[src/hw/rtl/vrt_pkg.sv]
// Shared types, codes and defaults for the voxel ray walker.
// No dependencies; used by the top level, divider, multiplier and checker.
package vrt_pkg;

	localparam int POS_W   = 32;
	localparam int HEAD_W  = 16;
	localparam int REACH_W = 32;

	localparam int CELL_BITS_DEF     = 20;
	localparam int POS_FRAC_BITS_DEF = 12;
	localparam int DIR_FRAC_BITS_DEF = 12;

	localparam logic ACT_START  = 1'b0;
	localparam logic ACT_ANSWER = 1'b1;

	typedef enum logic [1:0] {
		KIND_QUERY  = 2'd0,
		KIND_HIT    = 2'd1,
		KIND_INSIDE = 2'd2,
		KIND_NONE   = 2'd3
	} kind_t;

	typedef enum logic [1:0] {
		PH_IDLE,
		PH_WAIT_START,
		PH_WAIT_STEP
	} phase_t;

	typedef enum logic [2:0] {
		ST_READY,
		ST_DIV,
		ST_DIVW,
		ST_DECIDE,
		ST_MUL,
		ST_MULW,
		ST_COMMIT,
		ST_EMIT
	} seq_t;

	// status of a serial arithmetic unit
	typedef struct packed {
		logic busy;
		logic done;
	} unit_sts_t;

endpackage

[src/hw/rtl/voxel_ray_traversal.sv]
// Voxel ray walker top level: sequencer, ray state, output register.
// Depends on vrt_pkg, vrt_div and vrt_mul.
//
//  channel | valid     | stall     | payload
//  --------+-----------+-----------+-------------------------------------------
//  in      | in_valid  | in_stall  | action start_* heading_* reach occupied
//  out     | out_valid | out_stall | kind cell_* normal_*
//
// A start request gives its query from ST_EMIT once the output register can load; an
// answer that ends the ray (inside, hit, zero heading) likewise. An answer that steps
// runs the bit-serial divider once per nonzero axis, then the serial multiplier for
// the other axes. Zero heading components skip their divide and multiply.
// in_stall is high while a request is being worked; a finished result waits in
// the output register and the next request is taken meanwhile.
// arst_n clears the sequencer, ray phase and output valid; no clearing pass.
module voxel_ray_traversal #(
	parameter int CELL_BITS     = vrt_pkg::CELL_BITS_DEF,
	parameter int POS_FRAC_BITS = vrt_pkg::POS_FRAC_BITS_DEF,
	parameter int DIR_FRAC_BITS = vrt_pkg::DIR_FRAC_BITS_DEF
) (
	input  logic                               clk,
	input  logic                               arst_n,
	input  logic                               in_valid,
	output logic                               in_stall,
	input  logic                               action,
	input  logic signed [vrt_pkg::POS_W-1:0]   start_x,
	input  logic signed [vrt_pkg::POS_W-1:0]   start_y,
	input  logic signed [vrt_pkg::POS_W-1:0]   start_z,
	input  logic signed [vrt_pkg::HEAD_W-1:0]  heading_x,
	input  logic signed [vrt_pkg::HEAD_W-1:0]  heading_y,
	input  logic signed [vrt_pkg::HEAD_W-1:0]  heading_z,
	input  logic        [vrt_pkg::REACH_W-1:0] reach,
	input  logic                               occupied,
	output logic                               out_valid,
	input  logic                               out_stall,
	output logic        [1:0]                  kind,
	output logic signed [CELL_BITS-1:0]        cell_x,
	output logic signed [CELL_BITS-1:0]        cell_y,
	output logic signed [CELL_BITS-1:0]        cell_z,
	output logic signed [1:0]                  normal_x,
	output logic signed [1:0]                  normal_y,
	output logic signed [1:0]                  normal_z
);
	localparam int PW = vrt_pkg::POS_W;
	localparam int HW = vrt_pkg::HEAD_W;
	localparam int RW = vrt_pkg::REACH_W;

	// ray state
	vrt_pkg::phase_t               phase_q;
	vrt_pkg::seq_t                 seq_q, seq_d;
	logic [CELL_BITS-1:0]          cell_q [3];
	logic [PW-1:0]                 pos_q  [3];
	logic signed [HW-1:0]          head_q [3];
	logic [RW-1:0]                 reach_q;
	logic [1:0]                    last_axis_q;
	logic                          last_sign_q;

	// axis walk and running minimum
	logic [1:0]                    ax_q;
	logic [1:0]                    best_q;
	logic                          found_q;
	logic [RW-1:0]                 bt_q;
	vrt_pkg::kind_t                res_kind_q;

	// output register
	logic                          out_valid_q;
	vrt_pkg::kind_t                kind_q;
	logic [CELL_BITS-1:0]          ocell_q [3];
	logic signed [1:0]             onorm_q [3];

	logic                          accept;
	logic                          can_load;
	logic                          ax_last;
	logic                          head_zero;
	logic                          head_pos;
	logic                          all_zero;
	logic signed [HW-1:0]          head_cur;
	logic [PW-1:0]                 pos_cur;
	logic signed [CELL_BITS-1:0]   cell_cur;
	logic [PW-1:0]                 cext;
	logic [PW-1:0]                 face;
	logic [PW-1:0]                 ds;
	logic [PW-1:0]                 mag;
	logic [HW-1:0]                 ah;
	logic                          div_start;
	logic                          mul_start;
	logic [RW-1:0]                 div_q;
	logic [PW-1:0]                 adv;
	vrt_pkg::unit_sts_t            div_sts;
	vrt_pkg::unit_sts_t            mul_sts;
	logic                          fin_inside;
	logic                          fin_none;
	logic                          fin_hit;
	logic                          go_step;

	assign accept    = in_valid && (seq_q == vrt_pkg::ST_READY);
	assign in_stall  = (seq_q != vrt_pkg::ST_READY);
	assign can_load  = !out_valid_q || !out_stall;
	assign ax_last   = (ax_q == 2'd2);
	assign all_zero  = (head_q[0] == '0) && (head_q[1] == '0) && (head_q[2] == '0);

	// per-axis datapath, always indexed by the walk counter
	assign head_cur  = head_q[ax_q];
	assign pos_cur   = pos_q[ax_q];
	assign cell_cur  = signed'(cell_q[ax_q]);
	assign head_zero = (head_cur == '0);
	assign head_pos  = !head_cur[HW-1] && !head_zero;
	assign cext      = PW'(cell_cur);
	// upper face for a rising ray, lower face otherwise
	assign face      = (cext + PW'(head_pos)) << POS_FRAC_BITS;
	assign ds        = face - pos_cur;
	// distance pointing against the ray counts as zero
	always_comb begin
		if (head_pos)
			mag = (!ds[PW-1] && ds != '0) ? ds : '0;
		else
			mag = ds[PW-1] ? (~ds + PW'(1)) : '0;
	end
	assign ah = head_cur[HW-1] ? HW'(-head_cur) : HW'(head_cur);

	// decode of an accepted answer
	assign fin_inside = (phase_q == vrt_pkg::PH_WAIT_START) && occupied;
	assign fin_none   = (phase_q == vrt_pkg::PH_WAIT_START) && !occupied && all_zero;
	assign fin_hit    = (phase_q == vrt_pkg::PH_WAIT_STEP) && occupied;
	assign go_step    = ((phase_q == vrt_pkg::PH_WAIT_START) && !occupied && !all_zero)
		|| ((phase_q == vrt_pkg::PH_WAIT_STEP) && !occupied);

	vrt_div #(.DIR_FRAC_BITS(DIR_FRAC_BITS)) u_div (
		.clk      (clk),
		.arst_n   (arst_n),
		.start    (div_start),
		.dividend (mag),
		.divisor  (ah),
		.quotient (div_q),
		.sts      (div_sts)
	);

	vrt_mul #(.DIR_FRAC_BITS(DIR_FRAC_BITS)) u_mul (
		.clk          (clk),
		.arst_n       (arst_n),
		.start        (mul_start),
		.multiplicand (bt_q),
		.multiplier   (ah),
		.product      (adv),
		.sts          (mul_sts)
	);

	always_ff @(posedge clk or negedge arst_n) begin
		if (!arst_n)
			seq_q <= vrt_pkg::ST_READY;
		else
			seq_q <= seq_d;
	end

	// sequencer: next state and unit kicks
	always_comb begin
		seq_d     = seq_q;
		div_start = 1'b0;
		mul_start = 1'b0;
		case (seq_q)
			vrt_pkg::ST_READY: begin
				if (accept) begin
					if (action == vrt_pkg::ACT_START)
						seq_d = vrt_pkg::ST_EMIT;
					else if (fin_inside || fin_none || fin_hit)
						seq_d = vrt_pkg::ST_EMIT;
					else if (go_step)
						seq_d = vrt_pkg::ST_DIV;
				end
			end
			vrt_pkg::ST_DIV: begin
				if (head_zero)
					seq_d = ax_last ? vrt_pkg::ST_DECIDE : vrt_pkg::ST_DIV;
				else if (!div_sts.busy) begin
					div_start = 1'b1;
					seq_d     = vrt_pkg::ST_DIVW;
				end
			end
			vrt_pkg::ST_DIVW: begin
				if (div_sts.done)
					seq_d = ax_last ? vrt_pkg::ST_DECIDE : vrt_pkg::ST_DIV;
			end
			vrt_pkg::ST_DECIDE: begin
				if (!found_q || reach_q < bt_q)
					seq_d = vrt_pkg::ST_EMIT;
				else
					seq_d = vrt_pkg::ST_MUL;
			end
			vrt_pkg::ST_MUL: begin
				if (head_zero || ax_q == best_q)
					seq_d = ax_last ? vrt_pkg::ST_COMMIT : vrt_pkg::ST_MUL;
				else if (!mul_sts.busy) begin
					mul_start = 1'b1;
					seq_d     = vrt_pkg::ST_MULW;
				end
			end
			vrt_pkg::ST_MULW: begin
				if (mul_sts.done)
					seq_d = ax_last ? vrt_pkg::ST_COMMIT : vrt_pkg::ST_MUL;
			end
			vrt_pkg::ST_COMMIT: seq_d = vrt_pkg::ST_EMIT;
			vrt_pkg::ST_EMIT: begin
				if (can_load)
					seq_d = vrt_pkg::ST_READY;
			end
			default: seq_d = vrt_pkg::ST_READY;
		endcase
	end

	always_ff @(posedge clk or negedge arst_n) begin
		if (!arst_n)
			phase_q <= vrt_pkg::PH_IDLE;
		else if (accept && action == vrt_pkg::ACT_START)
			phase_q <= vrt_pkg::PH_WAIT_START;
		else if (accept && (fin_inside || fin_none || fin_hit))
			phase_q <= vrt_pkg::PH_IDLE;
		else if (seq_q == vrt_pkg::ST_DECIDE && (!found_q || reach_q < bt_q))
			phase_q <= vrt_pkg::PH_IDLE;
		else if (seq_q == vrt_pkg::ST_COMMIT)
			phase_q <= vrt_pkg::PH_WAIT_STEP;
	end

	// ray state and axis walk
	always_ff @(posedge clk) begin
		case (seq_q)
			vrt_pkg::ST_READY: begin
				if (accept && action == vrt_pkg::ACT_START) begin
					pos_q[0]    <= start_x;
					pos_q[1]    <= start_y;
					pos_q[2]    <= start_z;
					cell_q[0]   <= CELL_BITS'(start_x >>> POS_FRAC_BITS);
					cell_q[1]   <= CELL_BITS'(start_y >>> POS_FRAC_BITS);
					cell_q[2]   <= CELL_BITS'(start_z >>> POS_FRAC_BITS);
					head_q[0]   <= heading_x;
					head_q[1]   <= heading_y;
					head_q[2]   <= heading_z;
					reach_q     <= reach;
					last_axis_q <= 2'd0;
					last_sign_q <= 1'b0;
					res_kind_q  <= vrt_pkg::KIND_QUERY;
				end else if (accept) begin
					ax_q    <= 2'd0;
					found_q <= 1'b0;
					if (fin_inside)
						res_kind_q <= vrt_pkg::KIND_INSIDE;
					else if (fin_none)
						res_kind_q <= vrt_pkg::KIND_NONE;
					else if (fin_hit)
						res_kind_q <= vrt_pkg::KIND_HIT;
				end
			end
			vrt_pkg::ST_DIV: begin
				if (head_zero)
					ax_q <= ax_q + 2'd1;
			end
			vrt_pkg::ST_DIVW: begin
				if (div_sts.done) begin
					// strict compare keeps ties on the lower axis
					if (!found_q || div_q < bt_q) begin
						best_q <= ax_q;
						bt_q   <= div_q;
					end
					found_q <= 1'b1;
					ax_q    <= ax_q + 2'd1;
				end
			end
			vrt_pkg::ST_DECIDE: begin
				ax_q <= 2'd0;
				if (!found_q || reach_q < bt_q)
					res_kind_q <= vrt_pkg::KIND_NONE;
			end
			vrt_pkg::ST_MUL: begin
				if (head_zero || ax_q == best_q)
					ax_q <= ax_last ? best_q : ax_q + 2'd1;
			end
			vrt_pkg::ST_MULW: begin
				if (mul_sts.done) begin
					pos_q[ax_q] <= head_cur[HW-1] ? pos_cur - adv : pos_cur + adv;
					ax_q        <= ax_last ? best_q : ax_q + 2'd1;
				end
			end
			vrt_pkg::ST_COMMIT: begin
				// ax_q holds the winning axis here
				pos_q[ax_q]  <= face;
				cell_q[ax_q] <= head_pos ? cell_q[ax_q] + CELL_BITS'(1)
					: cell_q[ax_q] - CELL_BITS'(1);
				last_sign_q  <= !head_pos;
				last_axis_q  <= ax_q;
				reach_q      <= reach_q - bt_q;
				res_kind_q   <= vrt_pkg::KIND_QUERY;
			end
			default: ;
		endcase
	end

	// output register
	always_ff @(posedge clk or negedge arst_n) begin
		if (!arst_n)
			out_valid_q <= 1'b0;
		else if (seq_q == vrt_pkg::ST_EMIT && can_load)
			out_valid_q <= 1'b1;
		else if (!out_stall)
			out_valid_q <= 1'b0;
	end

	always_ff @(posedge clk) begin
		if (seq_q == vrt_pkg::ST_EMIT && can_load) begin
			kind_q <= res_kind_q;
			for (int i = 0; i < 3; i++) begin
				ocell_q[i] <= (res_kind_q == vrt_pkg::KIND_NONE) ? '0 : cell_q[i];
				// face normal points against the step
				if (res_kind_q == vrt_pkg::KIND_HIT && last_axis_q == 2'(i))
					onorm_q[i] <= last_sign_q ? 2'sb01 : 2'sb11;
				else
					onorm_q[i] <= 2'sb00;
			end
		end
	end

	assign out_valid = out_valid_q;
	assign kind      = kind_q;
	assign cell_x    = ocell_q[0];
	assign cell_y    = ocell_q[1];
	assign cell_z    = ocell_q[2];
	assign normal_x  = onorm_q[0];
	assign normal_y  = onorm_q[1];
	assign normal_z  = onorm_q[2];
endmodule

[src/hw/rtl/vrt_div.sv]
// Bit-serial restoring divider: (dividend << DIR_FRAC_BITS) / divisor, saturated to 32 bits.
// Depends on vrt_pkg.
module vrt_div #(
	parameter int DIR_FRAC_BITS = vrt_pkg::DIR_FRAC_BITS_DEF
) (
	input  logic                         clk,
	input  logic                         arst_n,
	input  logic                         start,
	input  logic [vrt_pkg::POS_W-1:0]    dividend,
	input  logic [vrt_pkg::HEAD_W-1:0]   divisor,
	output logic [vrt_pkg::REACH_W-1:0]  quotient,
	output vrt_pkg::unit_sts_t           sts
);
	localparam int DW = vrt_pkg::POS_W + DIR_FRAC_BITS;
	localparam int CW = $clog2(DW + 1);

	logic [DW-1:0]                  dvd_q;
	logic [vrt_pkg::HEAD_W-1:0]     dvs_q;
	logic [vrt_pkg::HEAD_W-1:0]     rem_q;
	logic [vrt_pkg::REACH_W-1:0]    quo_q;
	logic                           ovf_q;
	logic [CW-1:0]                  cnt_q;
	logic                           busy_q;
	logic                           done_q;
	logic [vrt_pkg::HEAD_W:0]       trial;
	logic [vrt_pkg::HEAD_W:0]       diff;
	logic                           ge;

	assign trial = {rem_q, dvd_q[DW-1]};
	assign ge    = trial >= {1'b0, dvs_q};
	assign diff  = trial - {1'b0, dvs_q};

	always_ff @(posedge clk or negedge arst_n) begin
		if (!arst_n) begin
			busy_q <= 1'b0;
			done_q <= 1'b0;
		end else begin
			done_q <= 1'b0;
			if (start) begin
				busy_q <= 1'b1;
			end else if (busy_q && cnt_q == CW'(1)) begin
				busy_q <= 1'b0;
				done_q <= 1'b1;
			end
		end
	end

	always_ff @(posedge clk) begin
		if (start) begin
			dvd_q <= {dividend, {DIR_FRAC_BITS{1'b0}}};
			dvs_q <= divisor;
			rem_q <= '0;
			quo_q <= '0;
			ovf_q <= 1'b0;
			cnt_q <= CW'(DW);
		end else if (busy_q) begin
			rem_q <= ge ? diff[vrt_pkg::HEAD_W-1:0] : trial[vrt_pkg::HEAD_W-1:0];
			quo_q <= {quo_q[vrt_pkg::REACH_W-2:0], ge};
			ovf_q <= ovf_q | quo_q[vrt_pkg::REACH_W-1];
			dvd_q <= dvd_q << 1;
			cnt_q <= cnt_q - CW'(1);
		end
	end

	assign quotient = ovf_q ? '1 : quo_q;
	assign sts.busy = busy_q;
	assign sts.done = done_q;
endmodule

[src/hw/rtl/vrt_mul.sv]
// Shift-add serial multiplier, one multiplier bit per cycle, result >> DIR_FRAC_BITS.
// Depends on vrt_pkg.
module vrt_mul #(
	parameter int DIR_FRAC_BITS = vrt_pkg::DIR_FRAC_BITS_DEF
) (
	input  logic                         clk,
	input  logic                         arst_n,
	input  logic                         start,
	input  logic [vrt_pkg::REACH_W-1:0]  multiplicand,
	input  logic [vrt_pkg::HEAD_W-1:0]   multiplier,
	output logic [vrt_pkg::POS_W-1:0]    product,
	output vrt_pkg::unit_sts_t           sts
);
	localparam int MW = vrt_pkg::REACH_W;
	localparam int BW = vrt_pkg::HEAD_W;
	localparam int CW = $clog2(BW + 1);

	logic [MW-1:0]    mcand_q;
	logic [MW-1:0]    hi_q;
	logic [BW-1:0]    lo_q;
	logic [CW-1:0]    cnt_q;
	logic             busy_q;
	logic             done_q;
	logic [MW:0]      sum;
	logic [MW+BW-1:0] full;
	logic [MW+BW-1:0] shifted;

	assign sum     = {1'b0, hi_q} + (lo_q[0] ? {1'b0, mcand_q} : '0);
	assign full    = {hi_q, lo_q};
	assign shifted = full >> DIR_FRAC_BITS;
	assign product = shifted[vrt_pkg::POS_W-1:0];

	always_ff @(posedge clk or negedge arst_n) begin
		if (!arst_n) begin
			busy_q <= 1'b0;
			done_q <= 1'b0;
		end else begin
			done_q <= 1'b0;
			if (start) begin
				busy_q <= 1'b1;
			end else if (busy_q && cnt_q == CW'(1)) begin
				busy_q <= 1'b0;
				done_q <= 1'b1;
			end
		end
	end

	always_ff @(posedge clk) begin
		if (start) begin
			mcand_q <= multiplicand;
			hi_q    <= '0;
			lo_q    <= multiplier;
			cnt_q   <= CW'(BW);
		end else if (busy_q) begin
			hi_q  <= sum[MW:1];
			lo_q  <= {sum[0], lo_q[BW-1:1]};
			cnt_q <= cnt_q - CW'(1);
		end
	end

	assign sts.busy = busy_q;
	assign sts.done = done_q;
endmodule

[config.mk]
export PLATFORM = sky130hd
export DESIGN_NAME = voxel_ray_traversal
export DESIGN_NICKNAME = d
export VERILOG_FILES = /design/src/hw/rtl/vrt_pkg.sv /design/src/hw/rtl/voxel_ray_traversal.sv /design/src/hw/rtl/vrt_div.sv /design/src/hw/rtl/vrt_mul.sv
export SDC_FILE = /design/constraint.sdc
export NUM_CORES = 1
export LEC_CHECK = 0
export BUFFER_PORTS_ARGS = -buffer_cell sky130_fd_sc_hd__clkbuf_2
export CAP_MARGIN = 20
export CORE_MARGIN = 4
export CORE_UTILIZATION = 60
export DETAILED_ROUTE_END_ITERATION = 10
export GPL_TIMING_DRIVEN = 0
export PLACE_DENSITY = 0.77
export SYNTH_ARGS = -nofsm -noshare
export SYNTH_HDL_FRONTEND = slang
export SYNTH_SLANG_ARGS = --single-unit
[constraint.sdc]
create_clock -name clk -period 13.17 [get_ports clk]
set_input_delay 0.6585 -clock clk [delete_from_list [all_inputs] [get_ports clk]]
set_output_delay 0.6585 -clock clk [all_outputs]
set_load 0.02 [all_outputs]
# After elaboration in Yosys (flattened, before gate mapping)
# Memories as Yosys holds them, arrays and structs flattened. A register that Yosys moved wholly into a read port is not among the register bits.
# Cells that the tools add are included.
word_totals:
  rom_bits: 0
  ff_bits: 274
  n_memories: 5
  latch_bits: 0
  out_inout_bits: 70
  ramBits: 270
  word_cells: 266
op_classes:
  magnitude_cmp: 3
  div_mod_pow: 0
  n_eq_ne: 32
  reduce_logical: 61
  addsub: 14
  mul: 0
  muxes: 118
  n_bitwise: 7
  shifts: 0
memory_table:
  columns: ["memory", "depth", "width", "read_ports", "rd_ports_with_merged_regs", "write_ports", "line", "source"]
  rows:
  - ["pos_q", 3, 32, 1, 1, 3, "voxel_ray_traversal.sv:52", "logic [PW-1:0] pos_q [3];"]
  - ["cell_q", 3, 20, 4, 1, 3, "voxel_ray_traversal.sv:51", "logic [CELL_BITS-1:0] cell_q [3];"]
  - ["ocell_q", 3, 20, 3, 0, 3, "voxel_ray_traversal.sv:68", "logic [CELL_BITS-1:0] ocell_q [3];"]
  - ["head_q", 3, 16, 4, 1, 3, "voxel_ray_traversal.sv:53", "logic signed [HW-1:0] head_q [3];"]
  - ["onorm_q", 3, 2, 3, 0, 3, "voxel_ray_traversal.sv:69", "logic signed [1:0] onorm_q [3];"]
ops:
  columns: ["operator", "count"]
  rows:
  - ["$mux W32", 9]
  - ["$mux W20", 5]
  - ["$sub A32 B32 Y32", 3]
  - ["$mux W44", 2]
  - ["$logic_not A16 Y1", 4]
  - ["$lt A32 B32 Y1", 2]
  - ["$mux W16", 4]
  - ["$pmux W32 S2", 1]
  - ["$mux W2", 30]
  - ["$mux W1", 50]
  - ["$add A32 B33 Y33", 1]
  - ["$mux W3", 11]
  - ["$add A32 B1 Y32 const B", 1]
  - ["$add A32 B32 Y32", 1]
  - ["$not A32 Y32", 1]
  - ["$reduce_bool A32 Y1", 1]
  - ["$reduce_or A32 Y1", 1]
  - ["$pmux W3 S8", 1]
  - ["$add A20 B1 Y20 const B", 1]
  - ["$add A20 B2 Y20", 1]
  - ["$logic_and A1 B1 Y1", 20]
  - ["$reduce_or A20 Y1", 1]
  - ["$sub A20 B1 Y20 const B", 1]
  - ["$ge A17 B16 Y1", 1]
  - ["other kinds (37)", 82]

# Longest topological paths before layout
# Gate-level depths: netlist of run 1.
# An unclocked memory read counts as a cell.
depth:
  ltp_word: 12
  mapped_depth: 38
  ltp_nobuf: 29

# Cells and area by module
# Synthesis of run 1 repeated with hierarchy kept, for this count alone.
unflattened:
  cells_unflattened: 3537
  area_unflattened_um2: 36697.7
modules_own_cells:
  columns: ["module", "instances", "area_per_inst_um2", "seq_area_each_um2", "cells_each"]
  rows:
  - ["voxel_ray_traversal", 1, 25791.0, 12121.6, 2495]
  - ["vrt_mul", 1, 5605.4, 2232.1, 558]
  - ["vrt_div", 1, 5301.3, 2592.5, 484]

# Least setup slack after synthesis of run 1
# No wires, ideal clock.
synth_path:
  kind: "flip-flop to flip-flop"
  start: "register (tool-made name)"
  end: "register u_div.dvd_q[18], data pin"
  synth_period_minus_slack_ns: 7.201
  stages_incl_launch_ff: 34
  n_path_buf: 9
  arrival_time_ns: 6.943
  path_slack_ns: 5.969
  cell_sequence: "dfxtp_1 clkbuf_1 buf_2 buf_2 buf_1 buf_1 nor2_1 a21oi_1 ha_1 nand2_1 nor4_1 nand3_1 nand2_1 inv_1 clkbuf_1 buf_1 ha_1 nand3_1 xnor2_1 ha_1 clkbuf_1 a21o_1 a311oi_1 o22a_1 o21ai_0 a2111oi_0 and3_1 o311ai_1 or3_1 o31ai_4 buf_4 o31ai_1 a211oi_1 nor2_1"
synth_rtl:
  columns: ["element", "line", "source"]
  rows:
  - ["to (signal assigned)", "vrt_div.sv:50", "dvd_q <= {dividend, {DIR_FRAC_BITS{1'b0}}};"]
  - ["to (signal assigned)", "vrt_div.sv:60", "dvd_q <= dvd_q << 1;"]
  - ["to (decl)", "vrt_div.sv:17", "logic [DW-1:0] dvd_q;"]

==> results.json, run 1 <==
{
  "status": "finished clean",
  "dp_cells": 4428,
  "ir_drop_v": 0.000176,
  "yosys_warnings": 0,
  "avgSynthCellArea_sq_um": 10.2,
  "critPathMaxStageDelay_ps": 630,
  "synth_area_leaders": "edfxtp_1 43%, ha_1 6.3%, dfxtp_1 5.5%",
  "fin_hold_ws_ps": 183,
  "power_mw": 12.1,
  "post_cts.repair.setup_buffers": 0,
  "layout-drive-gt1-share_pct": 14.0,
  "grt_max_degree": 49,
  "ys_async_sr_fraction_pct": 1.67,
  "synth_edf_count": 492,
  "cts_buffer_depth": 3,
  "drcViolationCount": 0,
  "hold_violations": 0,
  "die_w_um": 249,
  "clkLatencyLatePin_ps": 670,
  "synthToLayoutAreaGrowth_pct": 13.2,
  "gr-usage-all-layers_pct": 31.8,
  "ys_ff_latch": 598,
  "die_h_um": 249,
  "io_pins": 252,
  "critPathSlowestCell": "buf_1",
  "min_path_type": "primary input to flip-flop",
  "p_leak_nw": 16.0,
  "fin_cells": 4550,
  "cts.sinks": 598,
  "finalWeightedCongestion": 0.972,
  "path_class": "flip-flop to flip-flop",
  "synth_commonest_cells": "492 x edfxtp_1, 480 x nand2_1, 354 x o21ai_0",
  "critPathLaunchType": "flip-flop",
  "grt_pass1_wl_um": 155000,
  "die-area_sq_um": 61800,
  "dp_hpwl_um": 76500,
  "vias_per_cell": 6.19,
  "clkTransAtPathRegs_ps": 60,
  "setup_tns_ps": 0,
  "seq_area_sq_um": 16900,
  "period_needed_ps": 10980,
  "fin_crit_sh_pct": 83.3,
  "fin_nets": 4100,
  "core_area_sq_um": 56800,
  "cts_root_buf": "clkbuf_16",
  "yosys.area.top_type": "edfxtp_1",
  "ff2ff_setup_slack_ps": 2190,
  "synth_nets": 3772,
  "cts_made_buffers": 61,
  "grt_antenna_before_repair": 3,
  "wl_per_cell_um": 22.2,
  "fin_util_pct": 69.2,
  "tritoncts": "done",
  "cp.arrival_ps": 11310,
  "grt_pass1_vias": 27400,
  "multi_input_area_sq_um": 16500,
  "grt.overflow.total": 0,
  "clock-skew-final_ps": 52.4,
  "tightest_slew_ps": 1120,
  "ys_seq_area_share_pct": 48.8,
  "worstPathRequired_ps": 13510,
  "wirelength_um": 101000,
  "postRouteAntennaNets": 0,
  "syn_area_sq_um": 34700,
  "grt_setup_unrepaired": "no",
  "power_density_nw_per_um2": 307,
  "rows": 87,
  "cp_common_cell": "nand2_1",
  "htree_levels": 2,
  "crit_path_end_kind": "flip-flop",
  "crit_fanout": 10,
  "clock.fmax_mhz": 91.1,
  "portBuffers": 251,
  "slew_viol_final": 0,
  "drt-pass1-iter-count": 6,
  "maxSlewHeadroom_pct": 25.2,
  "yosys.area.top_type_share_pct": 42.5,
  "cap_violations": 0,
  "setup_viol": 0,
  "fillerInstances": 4280,
  "initial_core_util_pct": 61.1,
  "ys_dominant_reg_cell": "edfxtp_1",
  "syn-instance-count": 3411,
  "synth.most_common_cell": "edfxtp_1",
  "yosysUniqueCellTypes": 83,
  "vias": 28200,
  "drt_iter0_drc": 3142
}
## worst max-delay path: cells and delay by family (launching register included)
family | cells | cell delay, ps
adder cells (fa/ha/maj) | 3 | 980
buffers and inverters | 11 | 4310
AO/OA/AOI/OAI | 8 | 1980
flip-flops | 1 | 310
XOR/XNOR | 2 | 740
AND/OR/NAND/NOR | 12 | 2330
## routing by layer
metal | wire length [um] | up-vias | GRT usage (%)
li1 | - | 13100 | -
met1 | 38300 | 13400 | 40.4
met2 | 48500 | 1422 | 53.0
met3 | 8590 | 322 | 5.45
met4 | 5830 | 2 | 15.7
met5 | 7 | - | 0
## area by class of cell
class                           count  share of cell area [%]
Buffer                            155                    1.57
Inverter                          193                    1.84
Timing Repair Buffer              265                    3.93
Multi-Input combinational cell   2465                    41.9
Clock buffer                       77                    4.21
Antenna cell                        2                  0.0127
Sequential cell                   598                    43.1
Clock inverter                     39                   0.989
Tap cell                          756                    2.41
## through the flow
stage / worst slack, ps / cell area [sq um]
2_1_floorplan: 5970 / 34700
3_3_place_gp: 2790 / 36900
3_5_place_dp: 2690 / 37200
4_1_cts: 2630 / 39200
5_1_grt: 1710 / 39300
6_report: 2190 / 39300
## registers in the layout (all words and copies together) (netlist names), 5 cells and up, named ones only
name           count
pos_q            128
cell_q            80
ocell_q           60
head_q            48
bt_q              32
reach_q           32
u_div.dvd_q       32
u_div.quo_q       32
u_mul.hi_q        32
u_mul.mcand_q     32
u_div.dvs_q       16
u_div.rem_q       16
u_mul.lo_q        16
onorm_q            6
u_div.cnt_q        6
u_mul.cnt_q        5
## timing repair
action	CTS	global route
resized for setup	0	0
hold buffers	1	0
endpoints found under the hold margin	10	0
## path summary, 6_finish.rpt
kind | from | end | cells past startpoint
max | flip-flop | u_div.dvd_q[28] | 36
min | heading_y[3] | head_q[1][3] | 1
max reg2reg | flip-flop | u_div.dvd_q[28] | 36
min reg2reg | bt_q[5] | u_mul.mcand_q[5] | 0
max in group asynchronous | arst_n | u_mul.busy_q | 2
min in group asynchronous | arst_n | seq_q[0] | 2
## power by group
| group | leakage (nW) | internal (mW) | total [mW] | switching [mW] |
|---|---|---|---|---|
| logic | 9.55 | 2.60 | 7.16 | 4.56 |
| registers | 5.49 | 2.85 | 3.13 | 0.280 |
| clock network | 0.998 | 1.01 | 1.79 | 0.776 |
| total | 16.0 | 6.45 | 12.1 | 5.62 |
## cells by family after synthesis
logic type / share of synthesized area [%]
AOI/OAI and AO/OA: 14.7
xor gates and xnor gates: 5.47
adders and majority gates: 6.53
buffers and inverters: 3.86
DFF: 48.8
muxes: 5.15
and+or+nand+nor: 15.5
## cell usage in the layout, fill, tap and decap left out, drive strengths merged, types with 89 or more instances in the layout
cell	Yosys	routed
nor2	175	175
a21oi	170	170
and2	107	107
xor2	89	89
edfxtp	492	492
o21ai	360	360
ha	175	175
nand2	481	481
clkbuf	135	464
inv	193	195
dfxtp	96	96
xnor2	128	128
No activity file was read; power rests on OpenSTA's default activity.
==> run 2, diff against run 1 <==
--- a/config.mk
+++ b/config.mk
@@ -8,10 +8,10 @@
 export BUFFER_PORTS_ARGS = -buffer_cell sky130_fd_sc_hd__clkbuf_2
 export CAP_MARGIN = 20
 export CORE_MARGIN = 4
-export CORE_UTILIZATION = 60
+export CORE_UTILIZATION = 56
 export DETAILED_ROUTE_END_ITERATION = 10
 export GPL_TIMING_DRIVEN = 0
-export PLACE_DENSITY = 0.77
+export PLACE_DENSITY = 0.76
 export SYNTH_ARGS = -nofsm -noshare
 export SYNTH_HDL_FRONTEND = slang
 export SYNTH_SLANG_ARGS = --single-unit
==> constraint.sdc (replaced) <==
create_clock -name clk -period 9.25 [get_ports clk]
set_input_delay 0.4625 -clock clk [delete_from_list [all_inputs] [get_ports clk]]
set_output_delay 0.4625 -clock clk [all_outputs]
set_load 0.02 [all_outputs]
==> run 2 against run 1 <==
Combinational power grew 42%. Clock skew is 29 ps lower. Worst hold slack got worse by 160 ps. Global-route usage down 1.9 points. Sequential power rose by 43%. Cell area up 0.99%.
==> results.json, run 2 (synthesis gave the netlist of run 1 again) <==
{
  "path_class": "flip-flop to flip-flop",
  "period_needed_ps": 8960,
  "grt_pass1_vias": 27200,
  "fin_cells": 4647,
  "rows": 91,
  "drcViolationCount": 0,
  "critPathSlowestCell": "nor4_1",
  "p_leak_nw": 16.2,
  "power_mw": 17.4,
  "status": "finished clean",
  "top_register": "pos_q",
  "cts.sinks": 598,
  "vias": 28100,
  "dp_cells": 4511,
  "largest_register_ffs": 128,
  "vias_per_cell": 6.05,
  "clkTransAtPathRegs_ps": 60,
  "hold_violations": 0,
  "fin_crit_sh_pct": 96.9,
  "setup_viol": 0,
  "tritoncts": "done",
  "clkLatencyLatePin_ps": 620,
  "gr-usage-all-layers_pct": 29.8,
  "finalWeightedCongestion": 0.966,
  "critPathMaxStageDelay_ps": 810,
  "worstPathRequired_ps": 9720,
  "die-area_sq_um": 66100,
  "crit_path_end_kind": "flip-flop",
  "initial_core_util_pct": 56.4,
  "final_common_cell": "edfxtp_1",
  "cts_buffer_depth": 3,
  "grt_antenna_before_repair": 2,
  "critPathLaunchType": "flip-flop",
  "grt_pass1_wl_um": 154000,
  "layout-drive-gt1-share_pct": 14.4,
  "cp.arrival_ps": 9430,
  "ff2ff_setup_slack_ps": 290,
  "drt_iter0_drc": 2912,
  "power_density_nw_per_um2": 437,
  "htree_levels": 3,
  "clock.fmax_mhz": 112,
  "core_area_sq_um": 61600,
  "min_path_type": "primary input to flip-flop",
  "ir_drop_v": 0.000223,
  "dp_hpwl_um": 77000,
  "final_cell_mix": "492 x edfxtp_1, 476 x nand2_1, 354 x o21ai_0, 257 x clkbuf_2, 192 x inv_1",
  "fin_hold_ws_ps": 24.3,
  "portBuffers": 251,
  "synthToLayoutAreaGrowth_pct": 14.3,
  "crit_fanout": 10,
  "maxSlewHeadroom_pct": 23.4,
  "grt.overflow.total": 0,
  "fin_util_pct": 64.5,
  "io_pins": 252,
  "postRouteAntennaNets": 0,
  "clock-skew-final_ps": 23.7,
  "grt_max_degree": 49,
  "wirelength_um": 100000,
  "cap_violations": 0,
  "fin_nets": 4115,
  "die_w_um": 257,
  "slew_viol_final": 0,
  "die_h_um": 257,
  "wl_per_cell_um": 21.6,
  "cts_made_buffers": 68,
  "tightest_slew_ps": 1140,
  "fillerInstances": 4843,
  "drt-pass1-iter-count": 8,
  "cts_root_buf": "clkbuf_16",
  "top_regs": "pos_q x128, cell_q x80, ocell_q x60"
}
-- run 2: changes by cell type in the layout (fill, tap and decap cells not counted), sizes merged --
cell	delta
bufinv	-4
dlygate4sd3	+10
inv	+2
clkinv	+6
diode	-1
clkbuf	+6
clkinvlp	-3
-- run 2: final timing paths --
check / from / end / cells past startpoint
setup / recovery: flip-flop / u_div.dvd_q[36] / 30
hold / removal: heading_z[3] / head_q[2][3] / 1
setup reg to reg: flip-flop / u_div.dvd_q[36] / 30
hold reg to reg: bt_q[20] / u_mul.mcand_q[20] / 0
max in group asynchronous: arst_n / out_valid / 2
min in group asynchronous: arst_n / u_div.done_q / 2
-- run 2: cell type report --
type	instances	area, sq um	share of cell area (%)
Antenna cell	1	2.50	0.00630
Inverter	193	724	1.82
Multi-Input combinational cell	2465	16500	41.6
Timing Repair Buffer	276	1620	4.09
Clock buffer	85	1880	4.73
Tap cell	837	1050	2.64
Clock inverter	40	333	0.838
Buffer	152	632	1.59
Sequential cell	598	16900	42.7
-- run 2: critical path: cells and delay by family, from the launching register on --
family	cells	cell delay [ps]
buf+inv	8	2250
fa+ha+maj	3	870
xor+xnor	1	150
flops	1	530
compound gates	3	610
simple gates	15	4370
-- run 2: repair_timing --
action	CTS	global route
pin swaps	0	2
buffers inserted	0	1
endpoints found under the setup margin	32	31
endpoints found under the hold margin	20	0
hold buffers	11	0
resized for setup	10	18
-- run 2: through the flow --
stage	TNS, ps	worst slack (ps)	instance area [sq um]
floorplan	0	2050	34700
global placement	-32890	-1190	37000
detailed placement	-34030	-1200	37300
CTS	0	91.5	39700
global route	-55.5	-31.9	39700
finish	0	290	39700
-- run 2: power by group --
part | switching [mW] | internal, mW | leakage, nW | total [mW]
combinational | 6.50 | 3.73 | 9.61 | 10.2
sequential | 0.417 | 4.05 | 5.49 | 4.47
clock | 1.15 | 1.52 | 1.09 | 2.67
total | 8.06 | 9.30 | 16.2 | 17.4
-- run 2: metal layers --
layer | up-vias | GRT usage, % | wire [um]
met3 | 342 | 5.11 | 7930
met2 | 1412 | 49.0 | 47400
met5 | - | 0 | 25
li1 | 13100 | - | -
met4 | 4 | 15.4 | 6100
met1 | 13200 | 38.2 | 39000
